**src/hdl/hps_pkg.sv**
```systemverilog
// Shared types and constants of the haptic pulse sequencer.
`default_nettype none

package hps_pkg;

	localparam int LEVEL_BITS = 8;
	localparam int DIV_BITS   = 8;
	localparam int MAX_BITS   = 16;
	localparam int CFG_BITS   = 16;
	localparam int IDX_BITS   = 3;
	localparam int PHASE_BITS = 2;

	localparam logic [IDX_BITS-1:0] REG_DRIVE_LEVEL     = 3'd0;
	localparam logic [IDX_BITS-1:0] REG_REVERSE_DIVISOR = 3'd1;
	localparam logic [IDX_BITS-1:0] REG_REVERSE_MAX_MS  = 3'd2;
	localparam logic [IDX_BITS-1:0] REG_BRAKE_DIVISOR   = 3'd3;
	localparam logic [IDX_BITS-1:0] REG_BRAKE_MAX_MS    = 3'd4;

	localparam logic [PHASE_BITS-1:0] PH_ASLEEP  = 2'd0;
	localparam logic [PHASE_BITS-1:0] PH_FORWARD = 2'd1;
	localparam logic [PHASE_BITS-1:0] PH_REVERSE = 2'd2;
	localparam logic [PHASE_BITS-1:0] PH_BRAKE   = 2'd3;

	localparam logic [LEVEL_BITS-1:0] FULL_LEVEL = 8'd255;

	typedef struct packed {
		logic [LEVEL_BITS-1:0] drive_level;
		logic [DIV_BITS-1:0]   reverse_divisor;
		logic [MAX_BITS-1:0]   reverse_max_ms;
		logic [DIV_BITS-1:0]   brake_divisor;
		logic [MAX_BITS-1:0]   brake_max_ms;
	} hps_cfg_t;

endpackage

`default_nettype wire

```
**src/hdl/hps_cfg.sv**
```systemverilog
// Configuration register file of the haptic pulse sequencer.
`default_nettype none

module hps_cfg (
	input  wire logic                         clk,
	input  wire logic                         arst_n,
	input  wire logic                         cfg_we,
	input  wire logic [hps_pkg::IDX_BITS-1:0] cfg_index,
	input  wire logic [hps_pkg::CFG_BITS-1:0] cfg_data,
	output hps_pkg::hps_cfg_t                 cfg
);

	hps_pkg::hps_cfg_t cfg_q;

	always_ff @(posedge clk or negedge arst_n) begin
		if (!arst_n) begin
			cfg_q.drive_level     <= 8'd254;
			cfg_q.reverse_divisor <= 8'd5;
			cfg_q.reverse_max_ms  <= 16'd8;
			cfg_q.brake_divisor   <= 8'd3;
			cfg_q.brake_max_ms    <= 16'd90;
		end else if (cfg_we) begin
			unique case (cfg_index)
				hps_pkg::REG_DRIVE_LEVEL:
					cfg_q.drive_level <= cfg_data[hps_pkg::LEVEL_BITS-1:0];
				hps_pkg::REG_REVERSE_DIVISOR:
					cfg_q.reverse_divisor <= cfg_data[hps_pkg::DIV_BITS-1:0];
				hps_pkg::REG_REVERSE_MAX_MS:
					cfg_q.reverse_max_ms <= cfg_data[hps_pkg::MAX_BITS-1:0];
				hps_pkg::REG_BRAKE_DIVISOR:
					cfg_q.brake_divisor <= cfg_data[hps_pkg::DIV_BITS-1:0];
				hps_pkg::REG_BRAKE_MAX_MS:
					cfg_q.brake_max_ms <= cfg_data[hps_pkg::MAX_BITS-1:0];
				default: begin
				end
			endcase
		end
	end

	assign cfg = cfg_q;

endmodule

`default_nettype wire

```
**src/hdl/hps_div.sv**
```systemverilog
// Bit-serial restoring divider shared by the phase length calculations.
`default_nettype none

module hps_div #(
	parameter int DURATION_BITS = 16
) (
	input  wire logic                         clk,
	input  wire logic                         arst_n,
	input  wire logic                         start,
	input  wire logic [DURATION_BITS-1:0]     dividend,
	input  wire logic [hps_pkg::DIV_BITS-1:0] divisor,
	output logic                              done,
	output logic [DURATION_BITS-1:0]          quotient
);

	localparam int DB = hps_pkg::DIV_BITS;
	localparam int CNT_BITS = $clog2(DURATION_BITS + 1);

	logic [DURATION_BITS-1:0] quo_q;
	logic [DB-1:0]            rem_q;
	logic [DB-1:0]            dvs_q;
	logic [CNT_BITS-1:0]      cnt_q;
	logic                     busy_q;
	logic                     done_q;
	logic [DB:0]              cand;
	logic                     fits;

	assign cand = {rem_q, quo_q[DURATION_BITS-1]};
	assign fits = (cand >= {1'b0, dvs_q});

	always_ff @(posedge clk or negedge arst_n) begin
		if (!arst_n) begin
			busy_q <= 1'b0;
			done_q <= 1'b0;
			cnt_q  <= '0;
		end else begin
			done_q <= 1'b0;
			if (start) begin
				busy_q <= 1'b1;
				cnt_q  <= CNT_BITS'(DURATION_BITS);
			end else if (busy_q) begin
				cnt_q <= cnt_q - CNT_BITS'(1);
				if (cnt_q == CNT_BITS'(1)) begin
					busy_q <= 1'b0;
					done_q <= 1'b1;
				end
			end
		end
	end

	// one quotient bit per cycle, most significant first
	always_ff @(posedge clk) begin
		if (start) begin
			quo_q <= dividend;
			rem_q <= '0;
			dvs_q <= (divisor == '0) ? DB'(1) : divisor;
		end else if (busy_q) begin
			quo_q <= {quo_q[DURATION_BITS-2:0], fits};
			if (fits) begin
				rem_q <= DB'(cand - {1'b0, dvs_q});
			end else begin
				rem_q <= cand[DB-1:0];
			end
		end
	end

	assign done     = done_q;
	assign quotient = quo_q;

endmodule

`default_nettype wire

```
**src/hdl/haptic_pulse_sequencer.sv**
```systemverilog
// Top level of the haptic pulse sequencer: handshakes, phase sequencer and fault latch.
// A tick, or a pulse request while busy, gives its result in the cycle after acceptance.
// A pulse request while asleep runs two divisions in turn on the one bit-serial divider,
// one quotient bit per cycle, the brake length first and then the reverse length.
// One item is in work at a time; the next is taken once the result register is free.
// Reset clears phase, lengths, levels and fault latch and loads the register defaults.
`default_nettype none

module haptic_pulse_sequencer #(
	parameter int DURATION_BITS = 16
) (
	input  wire logic                           clk,
	input  wire logic                           arst_n,
	input  wire logic                           in_valid,
	output logic                                in_stall,
	input  wire logic                           req_type,
	input  wire logic [DURATION_BITS-1:0]       duration_ms,
	input  wire logic                           fault_n,
	output logic                                out_valid,
	input  wire logic                           out_stall,
	output logic [hps_pkg::LEVEL_BITS-1:0]      chan_a_level,
	output logic [hps_pkg::LEVEL_BITS-1:0]      chan_b_level,
	output logic [hps_pkg::PHASE_BITS-1:0]      phase,
	output logic                                fault_latched,
	output logic                                fault_rise,
	input  wire logic                           cfg_we,
	input  wire logic [hps_pkg::IDX_BITS-1:0]   cfg_index,
	input  wire logic [hps_pkg::CFG_BITS-1:0]   cfg_data
);

	localparam int DW = DURATION_BITS;
	localparam int LW = hps_pkg::LEVEL_BITS;
	localparam int CW = (DURATION_BITS > hps_pkg::MAX_BITS) ? DURATION_BITS : hps_pkg::MAX_BITS;

	localparam logic [1:0] ST_IDLE = 2'd0;
	localparam logic [1:0] ST_BDIV = 2'd1;
	localparam logic [1:0] ST_RDIV = 2'd2;

	hps_pkg::hps_cfg_t cfg;

	logic [1:0]                       st_q;
	logic [hps_pkg::PHASE_BITS-1:0]   phase_q;
	logic [DW-1:0]                    time_left_q;
	logic [DW-1:0]                    reverse_len_q;
	logic [DW-1:0]                    brake_len_q;
	logic [DW-1:0]                    d_q;
	logic [LW-1:0]                    level_a_q;
	logic [LW-1:0]                    level_b_q;
	logic                             sticky_q;
	logic                             prev_q;
	logic                             rise_q;
	logic                             out_valid_q;

	logic                             accept;
	logic                             asserted;
	logic                             sticky_nx;
	logic                             start_pulse;
	logic                             item_done;

	logic                             div_start;
	logic [DW-1:0]                    div_dividend;
	logic [hps_pkg::DIV_BITS-1:0]     div_divisor;
	logic                             div_done;
	logic [DW-1:0]                    div_quo;

	logic [DW-1:0]                    clamped;
	logic [CW-1:0]                    quo_ext;
	logic [CW-1:0]                    max_ext;
	logic [DW-1:0]                    d_rest;

	logic [DW-1:0]                    tl_dec;
	logic [hps_pkg::PHASE_BITS-1:0]   ph_tk;
	logic [DW-1:0]                    tl_tk;
	logic [LW-1:0]                    la_tk;
	logic [LW-1:0]                    lb_tk;
	logic                             wr_tk;

	hps_cfg u_cfg (
		.clk       (clk),
		.arst_n    (arst_n),
		.cfg_we    (cfg_we),
		.cfg_index (cfg_index),
		.cfg_data  (cfg_data),
		.cfg       (cfg)
	);

	hps_div #(
		.DURATION_BITS (DURATION_BITS)
	) u_div (
		.clk      (clk),
		.arst_n   (arst_n),
		.start    (div_start),
		.dividend (div_dividend),
		.divisor  (div_divisor),
		.done     (div_done),
		.quotient (div_quo)
	);

	assign in_stall    = (st_q != ST_IDLE) || (out_valid_q && out_stall);
	assign accept      = in_valid && !in_stall;
	assign asserted    = !fault_n;
	assign sticky_nx   = sticky_q || asserted;
	assign start_pulse = accept && req_type && (phase_q == hps_pkg::PH_ASLEEP);
	// a result is ready on a plain transaction or at the end of the second division
	assign item_done   = (accept && !start_pulse) || (st_q == ST_RDIV && div_done);

	// clamp the fresh quotient against the limit of the current division
	always_comb begin
		quo_ext = CW'(div_quo);
		if (st_q == ST_BDIV) begin
			max_ext = CW'(cfg.brake_max_ms);
		end else begin
			max_ext = CW'(cfg.reverse_max_ms);
		end
		if (quo_ext > max_ext) begin
			clamped = max_ext[DW-1:0];
		end else begin
			clamped = div_quo;
		end
		d_rest = d_q - clamped;
	end

	// the first division starts on the request, the second as the first ends
	always_comb begin
		div_start    = start_pulse || (st_q == ST_BDIV && div_done);
		div_dividend = start_pulse ? duration_ms : d_rest;
		div_divisor  = start_pulse ? cfg.brake_divisor : cfg.reverse_divisor;
	end

	always_comb begin
		tl_dec = (time_left_q != '0) ? time_left_q - DW'(1) : time_left_q;
		ph_tk  = phase_q;
		tl_tk  = tl_dec;
		la_tk  = hps_pkg::FULL_LEVEL;
		lb_tk  = hps_pkg::FULL_LEVEL;
		wr_tk  = 1'b0;
		if (phase_q != hps_pkg::PH_ASLEEP && tl_dec == '0) begin
			wr_tk = 1'b1;
			unique case (phase_q)
				hps_pkg::PH_FORWARD: begin
					ph_tk = hps_pkg::PH_REVERSE;
					tl_tk = reverse_len_q;
					la_tk = '0;
				end
				hps_pkg::PH_REVERSE: begin
					ph_tk = hps_pkg::PH_BRAKE;
					tl_tk = brake_len_q;
				end
				default: begin
					ph_tk = hps_pkg::PH_ASLEEP;
					tl_tk = '0;
					la_tk = '0;
					lb_tk = '0;
				end
			endcase
		end
	end

	always_ff @(posedge clk or negedge arst_n) begin
		if (!arst_n) begin
			st_q          <= ST_IDLE;
			phase_q       <= hps_pkg::PH_ASLEEP;
			time_left_q   <= '0;
			reverse_len_q <= '0;
			brake_len_q   <= '0;
			level_a_q     <= '0;
			level_b_q     <= '0;
			sticky_q      <= 1'b0;
			prev_q        <= 1'b0;
			rise_q        <= 1'b0;
			out_valid_q   <= 1'b0;
		end else begin
			if (item_done) begin
				out_valid_q <= 1'b1;
			end else if (out_valid_q && !out_stall) begin
				out_valid_q <= 1'b0;
			end
			unique case (st_q)
				ST_IDLE: begin
					if (accept) begin
						// sample the fault pin before handling the transaction
						sticky_q <= sticky_nx;
						prev_q   <= asserted;
						rise_q   <= asserted && !prev_q;
						if (start_pulse) begin
							st_q <= ST_BDIV;
						end else begin
							if (!req_type) begin
								phase_q     <= ph_tk;
								time_left_q <= tl_tk;
								if (wr_tk) begin
									level_a_q <= sticky_nx ? '0 : la_tk;
									level_b_q <= sticky_nx ? '0 : lb_tk;
								end
							end
						end
					end
				end
				ST_BDIV: begin
					if (div_done) begin
						brake_len_q <= clamped;
						st_q        <= ST_RDIV;
					end
				end
				ST_RDIV: begin
					if (div_done) begin
						reverse_len_q <= clamped;
						time_left_q   <= d_rest;
						phase_q       <= hps_pkg::PH_FORWARD;
						level_a_q     <= sticky_q ? '0 : cfg.drive_level;
						level_b_q     <= '0;
						st_q          <= ST_IDLE;
					end
				end
				default: begin
					st_q <= ST_IDLE;
				end
			endcase
		end
	end

	// remaining duration: request value, then less the brake length
	always_ff @(posedge clk) begin
		if (start_pulse) begin
			d_q <= duration_ms;
		end else if (st_q == ST_BDIV && div_done) begin
			d_q <= d_rest;
		end
	end

	assign out_valid     = out_valid_q;
	assign chan_a_level  = level_a_q;
	assign chan_b_level  = level_b_q;
	assign phase         = phase_q;
	assign fault_latched = sticky_q;
	assign fault_rise    = rise_q;

endmodule

`default_nettype wire
```
**config.mk**
```make
export PLATFORM = sky130hd
export DESIGN_NAME = haptic_pulse_sequencer
export DESIGN_NICKNAME = d
export VERILOG_FILES = /design/src/hdl/hps_pkg.sv /design/src/hdl/hps_cfg.sv /design/src/hdl/hps_div.sv /design/src/hdl/haptic_pulse_sequencer.sv
export SDC_FILE = /design/constraint.sdc
export NUM_CORES = 1
export LEC_CHECK = 0
export BUFFER_PORTS_ARGS = -buffer_cell sky130_fd_sc_hd__buf_2
export CAP_MARGIN = 20
export CORE_MARGIN = 2
export CORE_UTILIZATION = 60
export CTS_BUF_LIST = sky130_fd_sc_hd__clkbuf_16
export DETAILED_ROUTE_END_ITERATION = 6
export PLACE_DENSITY = 0.83
export REMOVE_ABC_BUFFERS = 1
export SLEW_MARGIN = 20
export SYNTH_ARGS = -nofsm -noshare
export SYNTH_HDL_FRONTEND = slang
export SYNTH_SLANG_ARGS = --single-unit
```
**constraint.sdc**
```tcl
create_clock -name clk -period 8.6 [get_ports clk]
set_input_delay 2.58 -clock clk [delete_from_list [all_inputs] [get_ports clk]]
set_output_delay 2.58 -clock clk [all_outputs]
set_load 0.01 [all_outputs]
```
## Yosys cells after proc, flatten, opt, wreduce, memory -nomap -nowiden

Index checks and enable logic that the tools add are counted.

| operators by class | value |
|---|---|
| add/sub/neg operators | 4 |
| magnitude comparators | 2 |
| equality and inequality tests | 17 |
| muxes and demuxes | 59 |
| reductions and logical operators | 44 |

Operator list:

| cell | count |
|---|---|
| 16-bit 2-to-1 mux | 13 |
| 8-bit 2-to-1 mux | 19 |
| 16-bit case mux with 2 select lines | 2 |
| 8-bit case mux with 2 select lines | 2 |
| 2-bit 2-to-1 mux | 9 |
| 16-bit > comparator | 1 |
| 16-bit logical NOT | 1 |
| 2-bit AND reduction | 8 |
| 16-bit nonzero test | 1 |
| 16-bit by 1-bit subtractor with 16-bit output, second input constant | 1 |
| 16-bit subtractor | 1 |
| 2-bit inequality test, second input constant | 6 |
| 6-bit AND reduction | 2 |
| 2-bit nonzero test | 6 |
| 1-bit logical AND | 10 |
| 5-bit 2-to-1 mux | 2 |
| 9-bit by 8-bit >= comparator with 1-bit output | 1 |
| 1-bit 2-to-1 mux | 9 |
| 8-bit logical NOT | 1 |
| 2-bit case mux with 2 select lines | 2 |
| 8-bit subtractor | 1 |
| 3-bit by 2-bit equality test with 1-bit output, second input constant | 2 |
| 2-bit case mux with 3 select lines | 1 |
| 5-bit by 1-bit equality test with 1-bit output, second input constant | 1 |
| 13 further kinds | 24 |

| storage, ports and cells | value |
|---|---|
| bits in registers | 183 |
| bits of input ports | 42 |
| output and inout port bits | 22 |
| word-level logic and storage cells | 149 |

## Logic depth before layout (Yosys ltp)

| depth | value |
|---|---|
| depth after elaboration | 11 |
| mapped depth | 31 |
| gate-level depth less buffers | 27 |

## Cells and area by module

A second synthesis with hierarchy kept.

| unflattened totals | value |
|---|---|
| cell total of the unflattened synthesis | 1022 |
| area total of the unflattened synthesis | 10004.6 um2 |

By module, submodules not included:

| module | instances | cells each | area each (um2) | sequential area each (um2) |
|---|---|---|---|---|
| haptic_pulse_sequencer | 1 | 718 | 5785.5 | 2107.0 |
| hps_cfg | 1 | 122 | 2154.6 | 1421.4 |
| hps_div | 1 | 182 | 2064.5 | 1056.0 |

## Worst setup path after synthesis

OpenSTA, ideal clock, no wires.

| path | value |
|---|---|
| kind | reg-to-reg |
| start point | reg st_q[1] |
| end point | reg d_q[14], data pin |
| setup time | 260 ps |
| arrival | 5570 ps |
| data required time | 8340 ps |
| path slack | 2770 ps |
| stages on the path, launching flop included | 31 |
| buffers on the path | 5 |
| clock period less this slack | 5830 ps |
| path through | dfrtp_1 -> nor2b_1 -> buf_6 -> clkbuf_1 -> mux2i_1 -> ha_1 -> nand4_1 -> nor2_1 -> nand4_1 -> or2_0 -> clkbuf_1 -> nand2_2 -> buf_6 -> clkbuf_1 -> nand2_1 -> o21ai_0 -> inv_1 -> ha_1 -> fa_1 -> inv_1 -> a21o_1 -> nand2_1 -> a21oi_1 -> mux2i_1 -> a2111oi_2 -> o22ai_1 -> a21oi_1 -> o21ai_2 -> o21ai_1 -> xor2_1 -> mux2_2 |

| between the ends | value |
|---|---|
| longest elaborated chain between the ends | 7 |
| elaborated cells between the ends (all ways) | 13 |
| classes of those cells | add/sub (1); order compare (1); eq/ne (1); mux (4); reduce/logical (6) |

RTL lines:

| element | line | RTL |
|---|---|---|
| from (decl) | haptic_pulse_sequencer.sv:41 | `logic [1:0] st_q;` |
| from (signal assigned) | haptic_pulse_sequencer.sv:161 | `st_q <= ST_IDLE;` |
| from (signal assigned) | haptic_pulse_sequencer.sv:186 | `st_q <= ST_BDIV;` |
| from (signal assigned) | haptic_pulse_sequencer.sv:202 | `st_q <= ST_RDIV;` |
| 2-bit by 1-bit equality test with 1-bit output * | haptic_pulse_sequencer.sv:110 | `if (st_q == ST_BDIV) begin` |
| 16-bit 2-to-1 mux * | haptic_pulse_sequencer.sv:110 |  |
| 16-bit > comparator | haptic_pulse_sequencer.sv:115 | `if (quo_ext > max_ext) begin` |
| 16-bit 2-to-1 mux * | haptic_pulse_sequencer.sv:115 |  |
| named net clamped[0] | haptic_pulse_sequencer.sv:66 | `logic [DW-1:0] clamped;` |
| 16-bit subtractor * | haptic_pulse_sequencer.sv:120 | `d_rest = d_q - clamped;` |
| 16-bit 2-to-1 mux * | haptic_pulse_sequencer.sv:226 | `end else if (st_q == ST_BDIV && div_done) begin` |
| 16-bit 2-to-1 mux * | haptic_pulse_sequencer.sv:224 | `if (start_pulse) begin` |
| to (signal assigned) | haptic_pulse_sequencer.sv:225 | `d_q <= duration_ms;` |
| to (signal assigned) | haptic_pulse_sequencer.sv:227 | `d_q <= d_rest;` |
| to (decl) | haptic_pulse_sequencer.sv:46 | `logic [DW-1:0] d_q;` |

Mark *: on every way through the listed nets, which the timed path passes. The rest lies on a longest branch. The select of a mux whose other input is x is not followed.
A chain may end at the register's enable or synchronous reset.

## Worst setup path in the final report

| path | value |
|---|---|
| start point | reg st_q[0] |
| end point | reg d_q[14], data pin |

The elaborated chain is that of the path after synthesis.

==> qor.txt <==
FF-to-FF setup slack: 1.97 ns
Final std cells w/o fill: 1303
Clk_skew: 0.0107 ns
RR Endpoint: d_q[14]
Worst Path Required: 8.79 ns
Die Ht: 133 um
Cells after Synth: 1028
Vias in the first global route: 7714
Drt first pass iters: 5
Min-Delay Path Depth: 1
Post-synth cell types: 79
Fin. max-slew vios: 0
Setup TNS: 0 ns
Post-Syn Area per Cell: 9.65 um^2
Startpoint types: flop
Register area: 4580 um^2
Worst Hold End: fault_rise
Clk slew on worst S/H paths: 0.07 ns
Starting Density: 0.607
Pwr Total: 3.01 mW
RSZ-0062 raised after global routing: false
Max Fclk: 0.151 GHz
Routed Antenna Nets: 0
Worst path cell trace: nor2b_2 -> mux2i_1 -> ha_1 -> nand4_1 -> nor2_1 -> nand4_1 -> o211ai_4 -> nand2_2 -> o21ai_0 -> inv_1 -> ha_1 -> fa_1 -> inv_1 -> a21o_1 -> nand2_1 -> a21oi_1 -> mux2i_1 -> a2111oi_2 -> o22ai_1 -> a21oi_1 -> o21ai_2 -> o21ai_1 -> xor2_1 -> mux2_2
Synth area leaders: dfrtp_1 28%, edfxtp_1 12%, mux2_2 7.8%
Worst skew pair latency: 0.45 ns
Total number of vias: 8108
Top-area cell type share of the netlist area: 0.282
Static Leak: 4.76 nW
Initial antenna violation count: 0
I/O pin total: 64
Num CTS Buffers: 17
Post-CTS Resized: 0
Die W: 133 um
Synth warnings: 0
Worst path top cell family by delay: compound AO/OA/AOI/OAI gates
Share of layout cells above drive strength 1: 0.200
Worst Tran Pin Value: 1.10 ns
Max incr delay on CP: 0.91 ns
# DRC: 0
Met2 global-route usage: 0.440
Placed instance count: 1271
Crit path kind: reg2reg
CORE AREA: 16300 um^2
Synth area leader: dfrtp_1
Tot GR Track Use: 0.290
Flops & latches, synth: 176
Area Growth Syn to Fin: 11.2%
Fill cell count: 1306
CP arrival: 6.82 ns
Ant diodes: 0
Hold path startpoint: prev_q
Nets: 1149
Final Setup Violations: 0
GRT met3 Usage: 0.0563
Async SR Flop Fraction: 0.727
CTS Hold Bufs: 0
Final Hold Viols: 0
Sequential-to-total area share from yosys stat: 0.462
Crit path buf inv count: 2
Power density over the cells: 273 nW/um^2
CTS tree: yes
Post-layout min period: 6.63 ns
GPL Wtd Cong: 0.949
Status: complete, no violations
Port bufs: 63
Period utilization: 0.771
Post-Syn Area: 9920 um^2
Maxcap violations: 0
Finished Core Util: 0.675
Worst hold-check path type: reg2reg
Area of the multi-input gates: 4980 um^2
First-pass GRT wire length: 40100 um
VDD IR max: 161 uV
Die ar.: 17600 um^2
Crit. End Element: flop
R2R Path Start: st_q[0]
Root Buffer: clkbuf_16
DRT iter0 DRCs: 766
Hold Slack: 0.459 ns
H-Tree Level Count: 4
Max clock buf depth: 2
Cell Rows: 47
Met1 Track Usage GR: 0.412
WL per Instance: 19.0 um
Slew margin rel.: 0.263
Routed wire length: 24800 um
Post-DP HPWL: 17900 um
Crit-path slowest cell: nor2b_2
Clock sinks: 176
Post-synth EDFFs: 40
Worst Reg-to-Reg Cells: 24
Grt peak-use layer: met2
Grt ovf: 0
Post-DR vias/cell: 6.22
Maximum fanout along the worst path: 23
Largest net degree at the start of global routing: 69
Main synth FF type: dfrtp_1
Setup repair bufs after CTS: 0
==> cells in the mapped netlist (3+ instances only) <==
cell	number
o21bai_1	3
nor3b_1	4
nand2_1	140
mux2_2	69
nor4_1	4
a31o_2	3
edfxtp_1	40
nor2b_1	12
dfrtp_1	112
and3_1	6
or4_1	4
dfxtp_1	8
a22oi_1	11
buf_4	8
o211ai_1	6
a31oi_1	10
inv_1	37
a22o_1	9
clkbuf_1	35
nor3_1	20
xnor2_1	24
a21oi_1	64
dfstp_2	16
nand2b_1	6
o22ai_1	5
ha_1	35
nor2_1	95
a211oi_1	10
nand3_1	16
or3_1	5
and2_1	7
o21ai_0	85
xor2_1	10
a21o_1	11
nand4_1	10
a311oi_1	3
o21ai_1	8
mux2i_1	19
==> sequential cells by signal, indices dropped and copies added (netlist names), 2 cells and up <==
signal	flops
u_cfg.cfg	56
brake_len_q	16
d_q	16
reverse_len_q	16
time_left_q	16
u_div.quotient	16
chan_a_level	8
u_div.dvs_q	8
u_div.rem_q	8
u_div.cnt_q	5
phase	2
st_q	2
==> final cells by class <==
cell class	count	share of cell area
Clock buffer	18	0.0408
Sequential cell	176	0.416
Clock inverter	14	0.0187
Tap cell	220	0.0250
Inverter	39	0.0133
Timing Repair Buffer	72	0.0349
Multi-Input combinational cell	764	0.452
==> metal layers <==
metal  share of wire  vias to the layer above
met5               0                        -
met4           0.034                        0
met3           0.065                       69
met2            0.46                      339
met1            0.44                     3924
li1                -                     3776
==> stage by stage <==
stage	setup WS (ns)	area, um^2
2_1_floorplan	2.62	9690
3_3_place_gp	2.35	10400
3_5_place_dp	2.03	10400
4_1_cts	2.03	11000
5_1_grt	1.48	11000
6_report	1.97	11000
==> cells by family after synthesis <==
logic type | count (synthesis) | share of synthesized area
muxes | 90 | 0.100
DFF | 176 | 0.462
AOI/OAI and AO/OA | 260 | 0.164
xor gates and xnor gates | 34 | 0.0300
adders and majority gates | 38 | 0.0493
buffers and inverters | 88 | 0.0381
and+or+nand+nor | 342 | 0.156
==> report_power, final <==
| part | leakage (nW) | internal, mW | switching [mW] |
|---|---|---|---|
| Combinational | 2.51 | 0.410 | 0.558 |
| Clock | 0.315 | 0.442 | 0.384 |
| Sequential | 1.93 | 1.06 | 0.149 |
| Total | 4.76 | 1.92 | 1.09 |
==> worst register-to-register path: cells and delay by family, from the launching register on <==
kind            cells  cell delay (ns)
xor+xnor            1             0.11
flops               1             0.42
mux                 3             0.70
fa+ha+maj           3             0.99
compound gates      9             2.12
buf+inv             2             0.15
simple gates        6             1.90
==> placed cells by master, fill, tap and decap left out, types with 5 or more instances in the layout <==
cell,n
or3_1,5
and2_1,7
nor2b_1,11
a21oi_1,63
o21ai_1,8
mux2_2,69
a31oi_1,10
dfxtp_1,8
o22ai_1,5
xnor2_1,24
edfxtp_1,40
nand3_1,16
inv_1,37
buf_2,62
nand2b_1,6
nand4_1,10
a22o_1,9
and3_1,6
nor3_1,19
dfstp_2,16
nand2_1,139
dfrtp_1,112
a21o_1,11
clkinv_8,7
buf_4,10
mux2i_1,19
clkbuf_16,18
o21ai_0,85
a211oi_1,10
o211ai_1,6
nor2_1,94
ha_1,35
a22oi_1,11
xor2_1,10
==> how the worst max path moves through the flow <==
stage | from | to | slack [ns] | cells past startpoint
3_5_place_dp | st_q[0] | d_q[14] | 2.03 | 24
3_3_place_gp | st_q[1] | d_q[14] | 2.35 | 25
4_1_cts | st_q[0] | d_q[14] | 2.03 | 24
6_report | st_q[0] | d_q[14] | 1.97 | 24
5_1_grt | st_q[0] | u_div.quotient[10] | 1.48 | 24
2_1_floorplan | st_q[1] | d_q[14] | 2.62 | 25
Power figures use the tool's default switching activity.
